File: src/rtl/ctw_pkg.sv
package ctw_pkg;

	// Window geometry
	localparam int WINDOW   = 5;
	localparam int MAX_LINE = 1024;
	localparam int OFFSET   = WINDOW / 2;
	localparam int AREA     = WINDOW * WINDOW;
	localparam int LINES    = WINDOW - 1;
	localparam int CENTRE   = OFFSET * WINDOW + OFFSET;
	localparam int WORD_W   = AREA - 1;

	// Field and register widths
	localparam int PIXEL_W   = 8;
	localparam int CENSUS_W  = 24;
	localparam int WIDTH_W   = 10;
	localparam int HEIGHT_W  = 16;
	localparam int CFG_W     = 16;
	localparam int CFG_IDX_W = 1;
	localparam int COL_W     = WIDTH_W + 1;
	localparam int ROW_W     = HEIGHT_W + 1;
	localparam int LINE_AW   = $clog2(MAX_LINE);
	localparam int BANK_W    = (LINES > 1) ? $clog2(LINES) : 1;

	localparam int RESET_WIDTH  = 640;
	localparam int RESET_HEIGHT = 480;

	// Output queue
	localparam int FIFO_DEPTH = 4;
	localparam int PTR_W      = $clog2(FIFO_DEPTH);
	localparam int CNT_W      = $clog2(FIFO_DEPTH + 1);

	typedef enum logic [CFG_IDX_W-1:0] {
		CFG_FRAME_WIDTH  = 1'b0,
		CFG_FRAME_HEIGHT = 1'b1
	} cfg_reg_t;

	typedef logic [PIXEL_W-1:0] pixel_t;

	typedef struct packed {
		logic [CENSUS_W-1:0] census_word;
		logic                frame_end;
	} ctw_result_t;

	typedef struct packed {
		logic clear;
		logic advance;
	} cell_ctrl_t;

	// Bank that holds the line k rows above the row whose bank is wrb.
	function automatic logic [BANK_W-1:0] bank_of(input logic [BANK_W-1:0] wrb, input int k);
		int t;
		t = int'(wrb) - k;
		if (t < 0) begin
			t = t + LINES;
		end
		return BANK_W'(t);
	endfunction

endpackage

File: src/rtl/ctw_stream_if.sv


interface ctw_census_if;
	logic                            valid;
	logic                            ready;
	logic [ctw_pkg::CENSUS_W-1:0]    census_word;
	logic                            frame_end;

	modport source (output valid, output census_word, output frame_end, input ready);
	modport sink (input valid, input census_word, input frame_end, output ready);
endinterface

File: src/rtl/ctw_out_queue.sv
module ctw_out_queue (
	input  logic                 clk,
	input  logic                 arst_n,
	input  logic                 push,
	input  ctw_pkg::ctw_result_t push_data,
	ctw_census_if.source         census
);
	import ctw_pkg::*;

	ctw_result_t          entry_q [FIFO_DEPTH];
	logic [PTR_W-1:0]     wr_ptr_q;
	logic [PTR_W-1:0]     rd_ptr_q;
	logic [CNT_W-1:0]     fill_q;
	logic                 pop;
	ctw_result_t          head;

	assign head        = entry_q[rd_ptr_q];
	assign census.valid       = (fill_q != '0);
	assign census.census_word = head.census_word;
	assign census.frame_end   = head.frame_end;
	assign pop = census.valid && census.ready;

	always_ff @(posedge clk) begin
		if (push) begin
			entry_q[wr_ptr_q] <= push_data;
		end
	end

	always_ff @(posedge clk or negedge arst_n) begin
		if (!arst_n) begin
			wr_ptr_q <= '0;
			rd_ptr_q <= '0;
			fill_q   <= '0;
		end else begin
			if (push) begin
				wr_ptr_q <= (wr_ptr_q == PTR_W'(FIFO_DEPTH - 1)) ? '0 : wr_ptr_q + 1'b1;
			end
			if (pop) begin
				rd_ptr_q <= (rd_ptr_q == PTR_W'(FIFO_DEPTH - 1)) ? '0 : rd_ptr_q + 1'b1;
			end
			case ({push, pop})
				2'b10:   fill_q <= fill_q + 1'b1;
				2'b01:   fill_q <= fill_q - 1'b1;
				default: fill_q <= fill_q;
			endcase
		end
	end

endmodule

File: src/flat_wrapper.sv
// flat-port wrapper written by rule: the top's interface ports become plain ports
module ctw_out_queue_flat import ctw_pkg::*;
  (clk, arst_n, push, push_data, census_valid, census_census_word, census_frame_end, census_ready);
  ctw_census_if census_i ();
  input  logic clk;
  input  logic arst_n;
  input  logic push;
  input  ctw_pkg::ctw_result_t push_data;
  output wire logic [$bits(census_i.valid)-1:0] census_valid;
  output wire logic [$bits(census_i.census_word)-1:0] census_census_word;
  output wire logic [$bits(census_i.frame_end)-1:0] census_frame_end;
  input wire logic [$bits(census_i.ready)-1:0] census_ready;
  assign census_valid = census_i.valid;
  assign census_census_word = census_i.census_word;
  assign census_frame_end = census_i.frame_end;
  assign census_i.ready = census_ready;
  ctw_out_queue u_core (.clk(clk), .arst_n(arst_n), .push(push), .push_data(push_data), .census(census_i));
endmodule
File: config.mk
export PLATFORM = sky130hd
export DESIGN_NAME = ctw_out_queue_flat
export DESIGN_NICKNAME = d
export VERILOG_FILES = /design/src/rtl/ctw_pkg.sv /design/src/rtl/ctw_stream_if.sv /design/src/rtl/ctw_out_queue.sv /design/src/flat_wrapper.sv
export SDC_FILE = /design/constraint.sdc
export NUM_CORES = 1
export LEC_CHECK = 0
export ABC_AREA = 1
export BUFFER_PORTS_ARGS = -buffer_cell sky130_fd_sc_hd__buf_4
export CAP_MARGIN = 20
export CELL_PAD_IN_SITES_DETAIL_PLACEMENT = 1
export CELL_PAD_IN_SITES_GLOBAL_PLACEMENT = 2
export CORE_MARGIN = 1
export CORE_UTILIZATION = 39
export CTS_CLUSTER_SIZE = 28
export DETAILED_ROUTE_END_ITERATION = 8
export PLACE_DENSITY_LB_ADDON = 0.1
export SLEW_MARGIN = 20
export SYNTH_ARGS = -nofsm -noshare
export SYNTH_HDL_FRONTEND = slang
export SYNTH_SLANG_ARGS = --single-unit
export TNS_END_PERCENT = 10
File: constraint.sdc
create_clock -name clk -period 2.1 [get_ports clk]
set_input_delay 0.105 -clock clk [delete_from_list [all_inputs] [get_ports clk]]
set_output_delay 0.105 -clock clk [all_outputs]
set_load 0.03 [all_outputs]
Word level (Yosys, flattened, before mapping)
Memories as Yosys holds them, arrays and structs flattened. Index checks and enable logic that the tools add are counted.

Register bits after elaboration: 7. Bits in writable memories: 100. Input bits: 29. Output and inout bits: 26. Word-level logic and storage cells: 20. Memories: 1.

Memory list: u_core.entry_q (words 4, width 25, rd ports 1, clocked after memory_dff 0, wr ports 1, line ctw_out_queue.sv:10) `ctw_result_t entry_q [FIFO_DEPTH];`.

$add $sub $neg: 4. Eq/ne operators: 4. Mux-type cells: 5. Reduce and logical (&&, ||, !) cells: 3.

Operators by type and width (count): 2-bit == test, second input constant (3); 3-bit case mux with 2 select lines (1); 2-bit by 1-bit adder with 2-bit output, second input constant (2); 2-bit 2-to-1 mux (2); 3-bit by 1-bit adder with 3-bit output, second input constant (1); 3-bit nonzero test (1); 3-bit by 1-bit subtractor with 3-bit output, second input constant (1); 2-bit by 1-bit == test with 1-bit output, second input constant (1); 1-bit 2-to-1 mux (2); 2-bit nonzero test (1); 1-bit logical AND (1).

Logic depth before layout (Yosys ltp)
Depth in word-level cells: 4. Depth in mapped cells: 12. Depth with buffers taken out: 12.

Worst setup path before layout
OpenSTA, ideal clock, no wires.

Path type: register -> register. From: reg u_core.fill_q[0]. To: reg u_core.fill_q[1]. Library setup time: 0.083 ns. Arrival time: 1.783 ns. Data required time: 2.017 ns. Setup slack: 0.235 ns. Stages on the path, launching flop included: 9. Buffers on the path: 0. Cells stage by stage: dfrtp_1 -> inv_2 -> nand3_1 -> nand2_1 -> inv_1 -> ha_1 -> inv_1 -> fa_1 -> o21ai_0.

Cells in the longest elaborated chain, start to end: 4.

RTL lines: from (decl) (line ctw_out_queue.sv:13) `logic [CNT_W-1:0] fill_q;`; from (signal assigned) (line ctw_out_queue.sv:42) `2'b10: fill_q <= fill_q + 1'b1;`; from (signal assigned) (line ctw_out_queue.sv:43) `2'b01: fill_q <= fill_q - 1'b1;`; from (signal assigned) (line ctw_out_queue.sv:44) `default: fill_q <= fill_q;`; 3-bit nonzero test * (line ctw_out_queue.sv:18) `assign census.valid = (fill_q != '0);`; named net census_valid (line flat_wrapper.sv:9) `output wire logic [$bits(census_i.valid)-1:0] census_valid;`; 1-bit logical AND * (line ctw_out_queue.sv:21) `assign pop = census.valid && census.ready;`; named net u_core.pop (line ctw_out_queue.sv:14) `logic pop;`; 2-bit by 1-bit == test with 1-bit output or 2-bit == test (tied branches) (line ctw_out_queue.sv:41) `case ({push, pop})`; 3-bit case mux with 2 select lines or 2-bit nonzero test (tied branches).

Mark *: on every way through the listed nets, which the timed path passes. The rest lies on a longest branch. A chain may end at the register's enable or synchronous reset.

Worst setup path in the final report
From: reg u_core.rd_ptr_q[0]. To: out census_census_word[10].

Cells in the longest elaborated chain, start to end: 1.

RTL lines: from (decl) (line ctw_out_queue.sv:12) `logic [PTR_W-1:0] rd_ptr_q;`; from (signal assigned) (line ctw_out_queue.sv:39) `rd_ptr_q <= (rd_ptr_q == PTR_W'(FIFO_DEPTH - 1)) ? '0 : rd_ptr_q + 1'b1;`; memory 4 x 25 bit; to (decl) (line flat_wrapper.sv:10) `output wire logic [$bits(census_i.census_word)-1:0] census_census_word;`.

No other way between the ends.

==> impl_metrics.csv <==
group,metric,value,unit
clocking,numCtsBuffers,9,
setup_path,rr_endpoint,"u_core.fill_q[2]",
route,via_per_inst,4.72,
floorplanning,dieWidth,108,um
clocking,cts_setup_buffers,0,
setup_path,startpoint,"u_core.rd_ptr_q[0]",
place,dp_slack,0.343,ns
sta,worst_clock_skew,0.00652,ns
sta,fin_crit_sh,86.2,%
setup_path,critical_path_peak_fanout,32,
power_and_ir_drop,total_power,7.75,mW
synth,yosys.area.top_type,"edfxtp_1",
global_route,antenna_found_initial,0,
route,wl_per_cell,15.1,um
global_route,track_usage,16.6,%
synth,syn-num-nets,383,
setup_path,end_kind,"primary output",
synth,synthCells,347,
setup_path,slowest_stage,"dfrtp_4",
clocking,htreeDepth,3,
sta,fmax,552,MHz
worst_hold_path,hold_path.class,"in -> reg",
floorplanning,ios,55,
clocking,cts_tree,"done",
synth,netlist.area_leader.share,68.2,%
synth,ys_seq_area_share,72.2,%
global_route,grt_pass1_vias,2865,
cells_and_area,stdcell_area,5540,um^2
sta,finalSetupTns,0,ns
route,first_iter_violations,68,
floorplanning,num_rows,38,
floorplanning,fp.dieArea,11700,um^2
sta,drv_slew,0,
place,io_buffers,54,
setup_path,path_delay_family,"flip-flops",
route,vias,2732,
setup_path,rr_worst_depth,11,
place,place_area,5000,um^2
setup_path,crit_chain,"buf_12 -> o211ai_1 -> nand2_1 -> buf_4",
sta,period_minus_slack,1.81,ns
worst_hold_path,worstHoldPathCells,3,
cells_and_area,syn_to_final_growth,25.9,%
floorplanning,initial_core_util,40.2,%
global_route,grt_pass1_wl,14.2,mm
synth,syn_avg_cell_area,12.7,um^2
sta,whs,0.0124,ns
route,antenna_left,0,
place,gp_congestion,0.679,
setup_path,critPathKind,"reg -> out",
global_route,grt_overflow_total,0,
synth,synth_area,4400,um^2
setup_path,reg2reg_from,"u_core.fill_q[0]",
clocking,cts_root_buf,"clkbuf_16",
setup_path,crit_arrival,1.71,ns
setup_path,start_kind,"flip-flop",
floorplanning,core,10900,um^2
power_and_ir_drop,leakage,2.29,nW
clocking,ctsHoldBuffers,26,
sta,setup_viol,0,
synth,yosys_warnings,0,
cells_and_area,nNetsFinal,470,
place,place_hpwl,5.53,mm
worst_hold_path,worst_hold_startpoint,"census_ready",
setup_path,timing.critical_path.required,2.00,ns
sta,hold_viol,0,
job,maxCapViolCount,0,
clocking,path_clk_slew,0.07,ns
clocking,clk_latency,0.35,ns
clocking,cts_resized,0,
cells_and_area,layout_common_cells,"edfxtp_1 (100), nand2_1 (90), buf_4 (65), inv_1 (62), o211ai_1 (50)",
setup_path,reg2reg_slack,0.32,ns
power_and_ir_drop,power-per-cell-area,1400,nW/um^2
clocking,cts.sinks,107,
synth,synth_cell_types,19,
power_and_ir_drop,ir_drop,0.652,mV
clocking,max-clock-path-buffers,2,
sta,worst_pin_slew,0.393,ns
floorplanning,die_y,108,um
route,drc,0,
sta,setup_ws,0.290,ns
run_status,status,"complete, no violations",
setup_path,crit_buf_inv,2,
cells_and_area,drive_gt1_share,19.8,%
sta,rsz0062_at_grt,"false",
synth,synthTopCellsByArea,"edfxtp_1 (68%), o211ai_1 (8.5%), nand2_1 (7.7%), inv_1 (5.3%), dfrtp_1 (4.0%)",
worst_hold_path,holdPathEnd,"u_core.rd_ptr_q[0]",
synth,synth_seq_cells,107,
route,routed_wl,8.72,mm
global_route,grt_max_degree,45,
sta,relSlewSlack,73.8,%
cells_and_area,layout_commonest_cell,"edfxtp_1",
cells_and_area,num_antenna_cells,0,
route,first_pass_iters,4,
setup_path,slowest_delay,0.62,ns
==> cells in the mapped netlist, drive strengths merged <==
cell and n:
dfrtp 7, o21ai 3, edfxtp 100, nand4 1
nand3 4, buf 17, xnor2 1, a21oi 1
inv 65, ha 6, o211ai 50, fa 1
nor2 1, nand2 90
==> through the flow <==
stage	util [%]	cells
CTS	50.7	579
global route	50.7	579
floorplan	-	347
global placement	45.7	537
detailed placement	45.7	537
finish	50.7	579
==> how the worst max path moves through the flow <==
| stage | cells after the start | endpoint | slack, ns |
|---|---|---|---|
| detailed placement | 11 | u_core.fill_q[2] | 0.34 |
| CTS | 4 | census_census_word[10] | 0.29 |
| floorplan | 8 | u_core.fill_q[1] | 0.23 |
| global route | 11 | u_core.fill_q[2] | 0.12 |
| finish | 4 | census_census_word[10] | 0.29 |
| global placement | 11 | u_core.fill_q[2] | 0.42 |
==> final cells by class <==
type / instances / area (um^2)
multi-input cells: 158 / 867
well taps: 140 / 175
repair buffers: 93 / 788
clock inverters: 7 / 56.3
clock buffers: 9 / 225
flip-flops and latches: 107 / 3180
fillers: 1155 / 5400
inverters: 65 / 246
==> layer usage <==
layer | GRT usage (%) | wire [um] | vias up
met3 | 3.56 | 285 | 9
met5 | 0 | 0 | -
met2 | 29.9 | 4540 | 39
li1 | - | - | 1361
met1 | 19.3 | 3770 | 1323
met4 | 5.87 | 121 | 0
==> cells by family (layout without fill, tap and decap cells) <==
family                   count (synthesis)  count (layout)  synth area share, %
flip-flops                             107             107                 72.2
AND/OR/NAND/NOR                         96              96                 8.36
buffers and inverters                   82             174                 8.08
AO/OA/AOI/OAI                           54              54                 8.98
adder cells (fa/ha/maj)                  7               7                 2.16
XOR/XNOR                                 1               1                0.199
==> sequential cells by signal, summed over array words and instances, names as in the netlist <==
name / count
u_core.entry_q: 100
u_core.fill_q: 3
u_core.rd_ptr_q: 2
u_core.wr_ptr_q: 2
==> worst reg2reg max path: stages, from the launching register on <==
cell,delay (ns)
dfrtp_1,0.38
inv_2,0.06
nand3_1,0.14
nand2_1,0.12
inv_1,0.08
ha_1,0.17
inv_1,0.07
fa_1,0.37
nand2_1,0.10
nand3_1,0.08
nand2_1,0.06
nand2_1,0.05
==> power by group <==
group / switching (mW) / total, mW / internal (mW) / leakage (nW)
sequential: 0.228 / 3.02 / 2.79 / 1.00
combinational: 2.02 / 3.15 / 1.13 / 1.15
clock: 0.762 / 1.59 / 0.825 / 0.143
(Power assumes the default switching activity.)
