## src/rtl/ctw_pkg.sv

```systemverilog
package ctw_pkg;

	// Window geometry
	localparam int WINDOW   = 5;
	localparam int MAX_LINE = 1024;
	localparam int OFFSET   = WINDOW / 2;
	localparam int AREA     = WINDOW * WINDOW;
	localparam int LINES    = WINDOW - 1;
	localparam int CENTRE   = OFFSET * WINDOW + OFFSET;
	localparam int WORD_W   = AREA - 1;

	// Field and register widths
	localparam int PIXEL_W   = 8;
	localparam int CENSUS_W  = 24;
	localparam int WIDTH_W   = 10;
	localparam int HEIGHT_W  = 16;
	localparam int CFG_W     = 16;
	localparam int CFG_IDX_W = 1;
	localparam int COL_W     = WIDTH_W + 1;
	localparam int ROW_W     = HEIGHT_W + 1;
	localparam int LINE_AW   = $clog2(MAX_LINE);
	localparam int BANK_W    = (LINES > 1) ? $clog2(LINES) : 1;

	localparam int RESET_WIDTH  = 640;
	localparam int RESET_HEIGHT = 480;

	// Output queue
	localparam int FIFO_DEPTH = 4;
	localparam int PTR_W      = $clog2(FIFO_DEPTH);
	localparam int CNT_W      = $clog2(FIFO_DEPTH + 1);

	typedef enum logic [CFG_IDX_W-1:0] {
		CFG_FRAME_WIDTH  = 1'b0,
		CFG_FRAME_HEIGHT = 1'b1
	} cfg_reg_t;

	typedef logic [PIXEL_W-1:0] pixel_t;

	typedef struct packed {
		logic [CENSUS_W-1:0] census_word;
		logic                frame_end;
	} ctw_result_t;

	typedef struct packed {
		logic clear;
		logic advance;
	} cell_ctrl_t;

	// Bank that holds the line k rows above the row whose bank is wrb.
	function automatic logic [BANK_W-1:0] bank_of(input logic [BANK_W-1:0] wrb, input int k);
		int t;
		t = int'(wrb) - k;
		if (t < 0) begin
			t = t + LINES;
		end
		return BANK_W'(t);
	endfunction

endpackage

```

## src/rtl/ctw_cell.sv

```systemverilog
module ctw_cell (
	input  logic                clk,
	input  logic                arst_n,
	input  ctw_pkg::cell_ctrl_t ctrl,
	input  ctw_pkg::pixel_t     shift_in,
	input  ctw_pkg::pixel_t     centre,
	input  logic                keep,
	output ctw_pkg::pixel_t     pixel,
	output logic                census_bit
);
	import ctw_pkg::*;

	pixel_t pixel_q;

	always_ff @(posedge clk or negedge arst_n) begin
		if (!arst_n) begin
			pixel_q <= '0;
		end else if (ctrl.clear) begin
			pixel_q <= '0;
		end else if (ctrl.advance) begin
			pixel_q <= shift_in;
		end
	end

	assign pixel = pixel_q;
	// masked neighbour reads as zero, and zero is never above the centre
	assign census_bit = keep ? (pixel_q <= centre) : 1'b1;

endmodule

```

## config.mk

```make
export PLATFORM = sky130hd
export DESIGN_NAME = ctw_cell
export DESIGN_NICKNAME = d
export VERILOG_FILES = /design/src/rtl/ctw_pkg.sv /design/src/rtl/ctw_cell.sv
export SDC_FILE = /design/constraint.sdc
export NUM_CORES = 1
export LEC_CHECK = 0
export BUFFER_PORTS_ARGS = -buffer_cell sky130_fd_sc_hd__buf_4
export CAP_MARGIN = 40
export CORE_AREA = 2 2 39 41
export DETAILED_ROUTE_END_ITERATION = 10
export DIE_AREA = 0 0 41 43
export GPL_ROUTABILITY_DRIVEN = 1
export MAX_ROUTING_LAYER = met4
export PLACE_DENSITY = 0.74
export SETUP_SLACK_MARGIN = 0.05
export SKIP_CTS_REPAIR_TIMING = 1
export SYNTH_ARGS = -nofsm -noshare
export SYNTH_HDL_FRONTEND = slang
export SYNTH_SLANG_ARGS = --single-unit
```

## constraint.sdc

```tcl
create_clock -name clk -period 2.02 [get_ports clk]
set_input_delay 0.101 -clock clk [delete_from_list [all_inputs] [get_ports clk]]
set_output_delay 0.101 -clock clk [all_outputs]
set_load 0.005 [all_outputs]
```

Yosys cells after proc, flatten, opt, wreduce, memory -nomap -nowiden
Index checks and enable logic that the tools add are counted.
Word-level totals
  bits in registers: 8
  latch bits: 0
  RAM bits: 0
  memory bits (read-only): 0
  input port bits: 21
  output and inout port bits: 9
  word-level logic and storage cells: 6
  memories kept: 0
Cells by class
  $add $sub $neg: 0
  $mul: 0
  divide/modulo/power cells: 0
  $lt $le $gt $ge: 1
  equal/unequal tests: 0
  shifts and indexed selects: 0
  mux-type cells: 3
  bitwise logic cells: 0
  reductions and logical operators: 1
Operators by type and width (number)
  $mux W8: 2
  $le A8 B8 Y1: 1
  $reduce_bool A2 Y1: 1
  $mux W1: 1

Logic depth before layout (Yosys ltp)
Gate-level depths: netlist of run 1.
  depth in word-level cells: 2
  gate-level depth with buffers: 6
  depth with buffers taken out: 6

Least setup slack after synthesis of run 1
Ideal clock, no wire load.
  path type: reg-to-output
  start point: reg pixel_q[1], in the netlist pixel[1]
  end point: out census_bit
  arrival time: 1.110 ns
  required time: 1.919 ns
  setup slack: 0.809 ns
  stages on the path, launching flop included: 6
  buffers on the path: 0
  path through: dfrtp_1 -> ha_1 -> nor2b_4 -> o211ai_2 -> a21oi_2 -> o21ai_2
On the way
  longest elaborated chain between the ends: 2
Ends and longest elaborated chain
  from (decl): line ctw_cell.sv:13  | pixel_t pixel_q;
  from (signal assigned): line ctw_cell.sv:21  | pixel_q <= shift_in;
  $le A8 B8 Y1: line ctw_cell.sv:27  | assign census_bit = keep ? (pixel_q <= centre) : 1'b1;
  $mux W1: line ctw_cell.sv:27
  to (decl): line ctw_cell.sv:9  | output logic census_bit
No other way between the ends.

Final worst setup path of run 1
Same ends and word-level chain as after synthesis.

==> reports/qor.yml, run 1 <==
final_nets: 116
first_pass_iters: 4
crit_arrival_ps: 1500
avgSynthCellArea_um2: 9.99
synth_fp_nets: 83
wl_per_cell_um: 11.5
ys_ff_latch: 8
largest_reg_flops: 8
synth_area_um2: 539
grt-ovfl-total: 0
peakVddDrop_v: 0.000381
antenna_left: 0
combPwrFrac_pct: 27.1
slew_headroom_pct: 85.9
areaGrowthSynthToFinish_pct: 48.0
grt_max_degree: 9
crit_path_end_kind: "output pin"
cts_root_buffer: "clkbuf_4"
required_ps: 1920
seq_area_frac_synth_pct: 37.1
wirelength_um: 1160
outcome: "completed"
drt_iter0_markers: 1
worstMarginPinSlew_ps: 209
drive_gt1_share_pct: 42.4
port_buffers: 29
crit_chain: "ha_1 > nor2b_4 > o211ai_2 > a21oi_2 > o21ai_2 > buf_4"
clock-sinks: 8
netSwitchingFraction_pct: 24.9
clk_latency_ps: 250
finalSetupViolCount: 0
vias: 472
cap_violations: 0
min_period_ps: 1600
hold_ws_ps: 71.2
power.internal_uw: 302
cts_buffers: 3
grt_pass1_vias: 489
num_rows: 14
hold_path_class: "primary input to flop"
initial_core_util_pct: 39.0
p_leak_uw: 0.000456
coreArea_um2: 1380
antenna_found_initial: 0
power_frac_seq_pct: 44.2
crit_slowest_cell: "dfrtp_1"
cpPeakStageDelay_ps: 400
dp_hpwl_um: 1010
switching_power_uw: 100
n_antenna_cell: 0
viasPerCell: 4.67
clock_skew_ps: 0
r2r_cells: 2
fp.dieH_um: 43
fmax_mhz: 626
seq_area_um2: 200
grt_pass1_wl_um: 1880
multi_input_area_um2: 298
clk_path_buf_depth: 2
hold_viol: 0
drc: 0
yosysWarnings: 0
clk_transition_reported_paths_ps: 50
fp.dieArea_um2: 1760
worstSetupStartpointType: "flop"
htreeDepth: 1
place.gp.congestion: 0.664
period_share_pct: 79.1
fillers: 133
timing.setup.tns_ps: 0
layout_commonest_cell: "buf_4"
rsz0062_at_grt: "no"
whs_path_depth: 2
critical_path_class: "flop to output pin"
netlist_instances: 54
ys_types: 16
cp_max_fo: 3
die_w_um: 41
grt_usage_pct: 16.6
pwr-share-clk_pct: 28.8
boundaryPins: 30
power_density_nw_per_um2: 505
drv_slew: 0
cts_tree: "yes"
-- critical path, delay by kind of cell, from the launching register on --
family | cells | cell delay, ps
flip-flops | 1 | 400
adder cells (fa/ha/maj) | 1 | 300
AND/OR/NAND/NOR | 1 | 130
buffers and inverters | 1 | 110
AO/OA/AOI/OAI | 3 | 310
-- power by group through the flow --
stage	registers [uW]	logic [uW]	clock network [uW]
2_1_floorplan	179	53.4	0
3_3_place_gp	180	107	0
3_5_place_dp	181	109	0
4_1_cts	178	110	123
5_1_grt	179	123	134
6_report	178	109	116
-- synth_stat cells --
cell type  n  area (um^2)
o21ai_0    1         5.00
nor2_1     8         30.0
buf_1      1         3.75
nand2_1    1         3.75
a21oi_2    1         8.76
nand4_1    2         12.5
o21ai_2    1         8.76
dfrtp_1    8          200
a21oi_1    3         15.0
o211ai_2   1         12.5
inv_1      8         30.0
nor2b_4    1         13.8
buf_4      1         7.51
mux2i_1    8         80.1
o21a_1     1         7.51
ha_1       8          100
-- final cells by class --
type,count,area share (%)
Timing Repair Buffer,30,28.5
Inverter,8,3.76
Sequential cell,8,25.1
Clock buffer,3,2.82
Tap cell,16,2.51
Multi-Input combinational cell,36,37.3
-- per-layer routing --
metal / share of wire (%) / vias to the layer above / GRT usage, %
li1: - / 245 / -
met1: 40 / 211 / 17.2
met2: 52 / 14 / 27.2
met3: 6.9 / 2 / 3.14
met4: 0.86 / 0 / 10.0
met5: 0 / - / -
-- cell families after synthesis --
| family | synth area share (%) |
|---|---|
| AO/OA/AOI/OAI | 10.7 |
| adder cells (fa/ha/maj) | 18.6 |
| buffers and inverters | 7.66 |
| flip-flops | 37.1 |
| multiplexers | 14.8 |
| AND/OR/NAND/NOR | 11.1 |
-- worst paths after layout --
path                       slack [ps]      from          to
setup / recovery                  420  pixel[1]  census_bit
hold reg to reg                   560  pixel[2]    pixel[2]
hold / removal                     70   ctrl[1]    pixel[2]
setup reg to reg                 1290  pixel[7]    pixel[7]
max in group asynchronous        1680    arst_n    pixel[3]
min in group asynchronous         210    arst_n    pixel[5]
-- through the flow --
step / instance area (um^2) / utilization [%] / total power (uW) / setup slack [ps] / cells
2_1_floorplan: 539 / - / 233 / 809 / 54
3_3_place_gp: 766 / 55.3 / 287 / 702 / 97
3_5_place_dp: 766 / 55.3 / 290 / 676 / 97
4_1_cts: 788 / 57.0 / 410 / 405 / 100
5_1_grt: 798 / 57.7 / 436 / 346 / 101
6_report: 798 / 57.7 / 403 / 422 / 101
Note: power is estimated with default switching activity, not from simulation.
==> run 2, diff against run 1 <==
Settings changed: ABC_AREA from default to 1, CORE_AREA 2 2 39 41 to default, CORE_UTILIZATION from default to 39, DIE_AREA 0 0 41 43 to default, PLACE_DENSITY 0.74 to 0.73.
Clock period 2.02 ns to 1.35 ns, I/O delays scaled along.
==> reports/qor.yml, run 2 <==
clock-sinks: 8  # unchanged
worstSetupStartpointType: "flop"  # unchanged
synth_area_um2: 592  # was 539 um^2
seq_area_frac_synth_pct: 33.8  # was 37.1%
worstSetupEndpoint: "census_bit"  # unchanged
place.gp.congestion: 0.676  # was 0.664
first_pass_iters: 4  # unchanged
port_buffers: 29  # unchanged
drv_slew: 0  # unchanged
reg2reg_to: "pixel[7]"  # unchanged
ys_ff_latch: 8  # unchanged
r2r_cells: 3  # was 2
avgSynthCellArea_um2: 8.11  # was 9.99 um^2
htreeDepth: 1  # unchanged
rsz0062_at_grt: "yes"  # was no
min_period_ps: 1510
grt_pass1_vias: 464  # was 489
grt_max_degree: 10  # was 9
largest_reg_flops: 8  # unchanged
p_leak_uw: 0.000502  # was 0.000456 uW
areaGrowthSynthToFinish_pct: 54.8  # was 48.0%
fp.dieArea_um2: 1680  # was 1760 um^2
antenna_found_initial: 0  # unchanged
yosysWarnings: 0  # unchanged
n_antenna_cell: 0  # unchanged
period_share_pct: 112
outcome: "complete, but fails checks"  # was completed
num_rows: 13  # was 14
slew_headroom_pct: 69.9  # was 85.9%
initial_core_util_pct: 43.8  # was 39.0%
final_nets: 137  # was 116
violations: "setup timing"
place_ws_ps: 89.9  # was 676 ps
dp_hpwl_um: 999  # was 1010 um
ys_types: 12  # was 16
crit_start: "pixel[7]"  # was pixel[1]
finalSetupViolCount: 1  # was 0
peakVddDrop_v: 0.000391  # was 0.000381 V
synth_flop_cell: "dfrtp_1"  # unchanged
switching_power_uw: 176  # was 100 uW
hold_viol: 0  # unchanged
synth-edff-count: 0  # unchanged
viasPerCell: 4.76  # was 4.67
coreArea_um2: 1350  # was 1380 um^2
boundaryPins: 30  # unchanged
grt-ovfl-total: 0  # unchanged
clk_path_buf_depth: 2  # unchanged
hold_path_class: "primary input to flop"  # unchanged
wirelength_um: 1340  # was 1160 um
multi_input_area_um2: 357  # was 298 um^2
fin_util_pct: 67.8  # was 57.7%
die_w_um: 41.0  # was 41 um
power_frac_seq_pct: 41.7  # was 44.2%
worstMarginPinSlew_ps: 452  # was 209 ps
synth_fp_nets: 102  # was 83
seq_area_um2: 200  # unchanged
cts_tree: "yes"  # unchanged
rrSetupSlack_ps: 540  # was 1290 ps
synth.top_cell.area_share_pct: 33.8  # was 37.1%
critical_path_class: "flop to output pin"  # unchanged
drc: 0  # unchanged
dpl_cell_area_um2: 806  # was 766 um^2
pwr-share-clk_pct: 27.6  # was 28.8%
cp_max_fo: 3  # unchanged
regToRegStartpoint: "pixel[7]"  # unchanged
clk_transition_reported_paths_ps: 50  # about the same
cap_violations: 0  # unchanged
cts_root_buffer: "clkbuf_4"  # unchanged
yosysMostFrequentCell: "inv_1"
netSwitchingFraction_pct: 27.5  # was 24.9%
drt_iter0_markers: 4  # was 1
crit_arrival_ps: 1450  # was 1500 ps
clock_skew_ps: 0  # unchanged
fillers: 116  # was 133
placedCellCount: 115  # was 97
crit_path_end_kind: "output pin"  # unchanged
synth_common_cells: "inv_1 (19), nand2_1 (11)"  # was dfrtp_1 (8), ha_1 (8), inv_1 (8), mux2i_1 (8), nor2_1 (8)
antenna_left: 0  # unchanged
async_reset_ff_share_pct: 100  # unchanged
vias: 576  # was 472
synthTopCellsByArea: "dfrtp_1 (34%), ha_1 (17%), inv_1 (12%), o21ai_2 (12%), nand2_1 (7.0%)"  # was dfrtp_1 (37%), ha_1 (19%), mux2i_1 (15%), inv_1 (5.6%), nor2_1 (5.6%)
finalWorstSetupSlack_ps: -163  # was 422 ps
combPwrFrac_pct: 30.7  # was 27.1%
cts_buffers: 3  # unchanged
post-synth-top-area-cell: "dfrtp_1"  # unchanged
required_ps: 1280  # was 1920 ps
drive_gt1_share_pct: 46.2  # was 42.4%
power_uw: 640  # was 403 uW
fmax_mhz: 661
power.internal_uw: 464  # was 302 uW
wl_per_cell_um: 11.1  # was 11.5 um
final_cells: 121  # was 101
mostFrequentLayoutCells: "buf_4 (30), inv_1 (19), nand2_1 (10)"
power_density_nw_per_um2: 698  # was 505 nW/um^2
grt_usage_pct: 16.8  # was 16.6%
fin_area_um2: 916  # was 798 um^2
grt_pass1_wl_um: 1770  # was 1880 um
netlist_instances: 73  # was 54
layout_commonest_cell: "buf_4"  # unchanged
clk_latency_ps: 240  # was 250 ps
fp.dieH_um: 41.0  # was 43 um
[run 2: area by class of cell]
type | count | area share [%]
multi-input combinational | 44 | 38.9
timing repair buffer | 32 | 26.9
tap | 15 | 2.05
clock buffer | 3 | 2.46
sequential | 8 | 21.9
inverter | 19 | 7.79
[run 2: critical path: stages (launching register included)]
cell,delay (ps)
dfrtp_1,420
ha_4,280
nand2_1,80
nor2_1,140
nor2_1,50
nand2_1,60
nand2_1,50
buf_6,110
[run 2: worst min-delay path by stage]
stage / from / to / slack, ps / cells past startpoint
after floorplan: arst_n / pixel[0] / -230 / 0
after global placement: arst_n / pixel[0] / -110 / 1
after detailed placement: arst_n / pixel[0] / -110 / 1
after CTS: arst_n / pixel[0] / -380 / 1
after global routing: shift_in[2] / pixel[2] / 60 / 3
final: shift_in[7] / pixel[7] / 60 / 3
[run 2: logic make-up (layout without fill, tap and decap cells)]
logic type	after synthesis	in the layout	share of synthesized area, %
flip-flops	8	8	33.8
adder cells (fa/ha/maj)	8	8	16.9
AO/OA/AOI/OAI	12	12	16.1
buffers and inverters	21	54	15.9
AND/OR/NAND/NOR	24	24	17.3
[run 2: routing by layer]
layer | global-route usage [%] | up-vias | wire length [um]
met5 | - | - | 0
met4 | 10.0 | 0 | 12
met3 | 3.26 | 2 | 67
met2 | 26.2 | 16 | 720
met1 | 20.0 | 263 | 537
li1 | - | 295 | -
[run 2: through the flow]
| step | hold WS (ps) | TNS (ps) |
|---|---|---|
| floorplan | -228 | 0 |
| global placement | -113 | 0 |
| detailed placement | -112 | 0 |
| CTS | -379 | -184 |
| global route | 57.6 | -246 |
| finish | 62.3 | -163 |
[run 2: power groups by stage]
stage / clock [uW] / combinational, uW / sequential (uW)
after floorplan: 0 / 84.6 / 268
final: 176 / 196 / 267
after CTS: 184 / 168 / 265
after global routing: 200 / 218 / 269
after detailed placement: 0 / 167 / 269
after global placement: 0 / 161 / 269
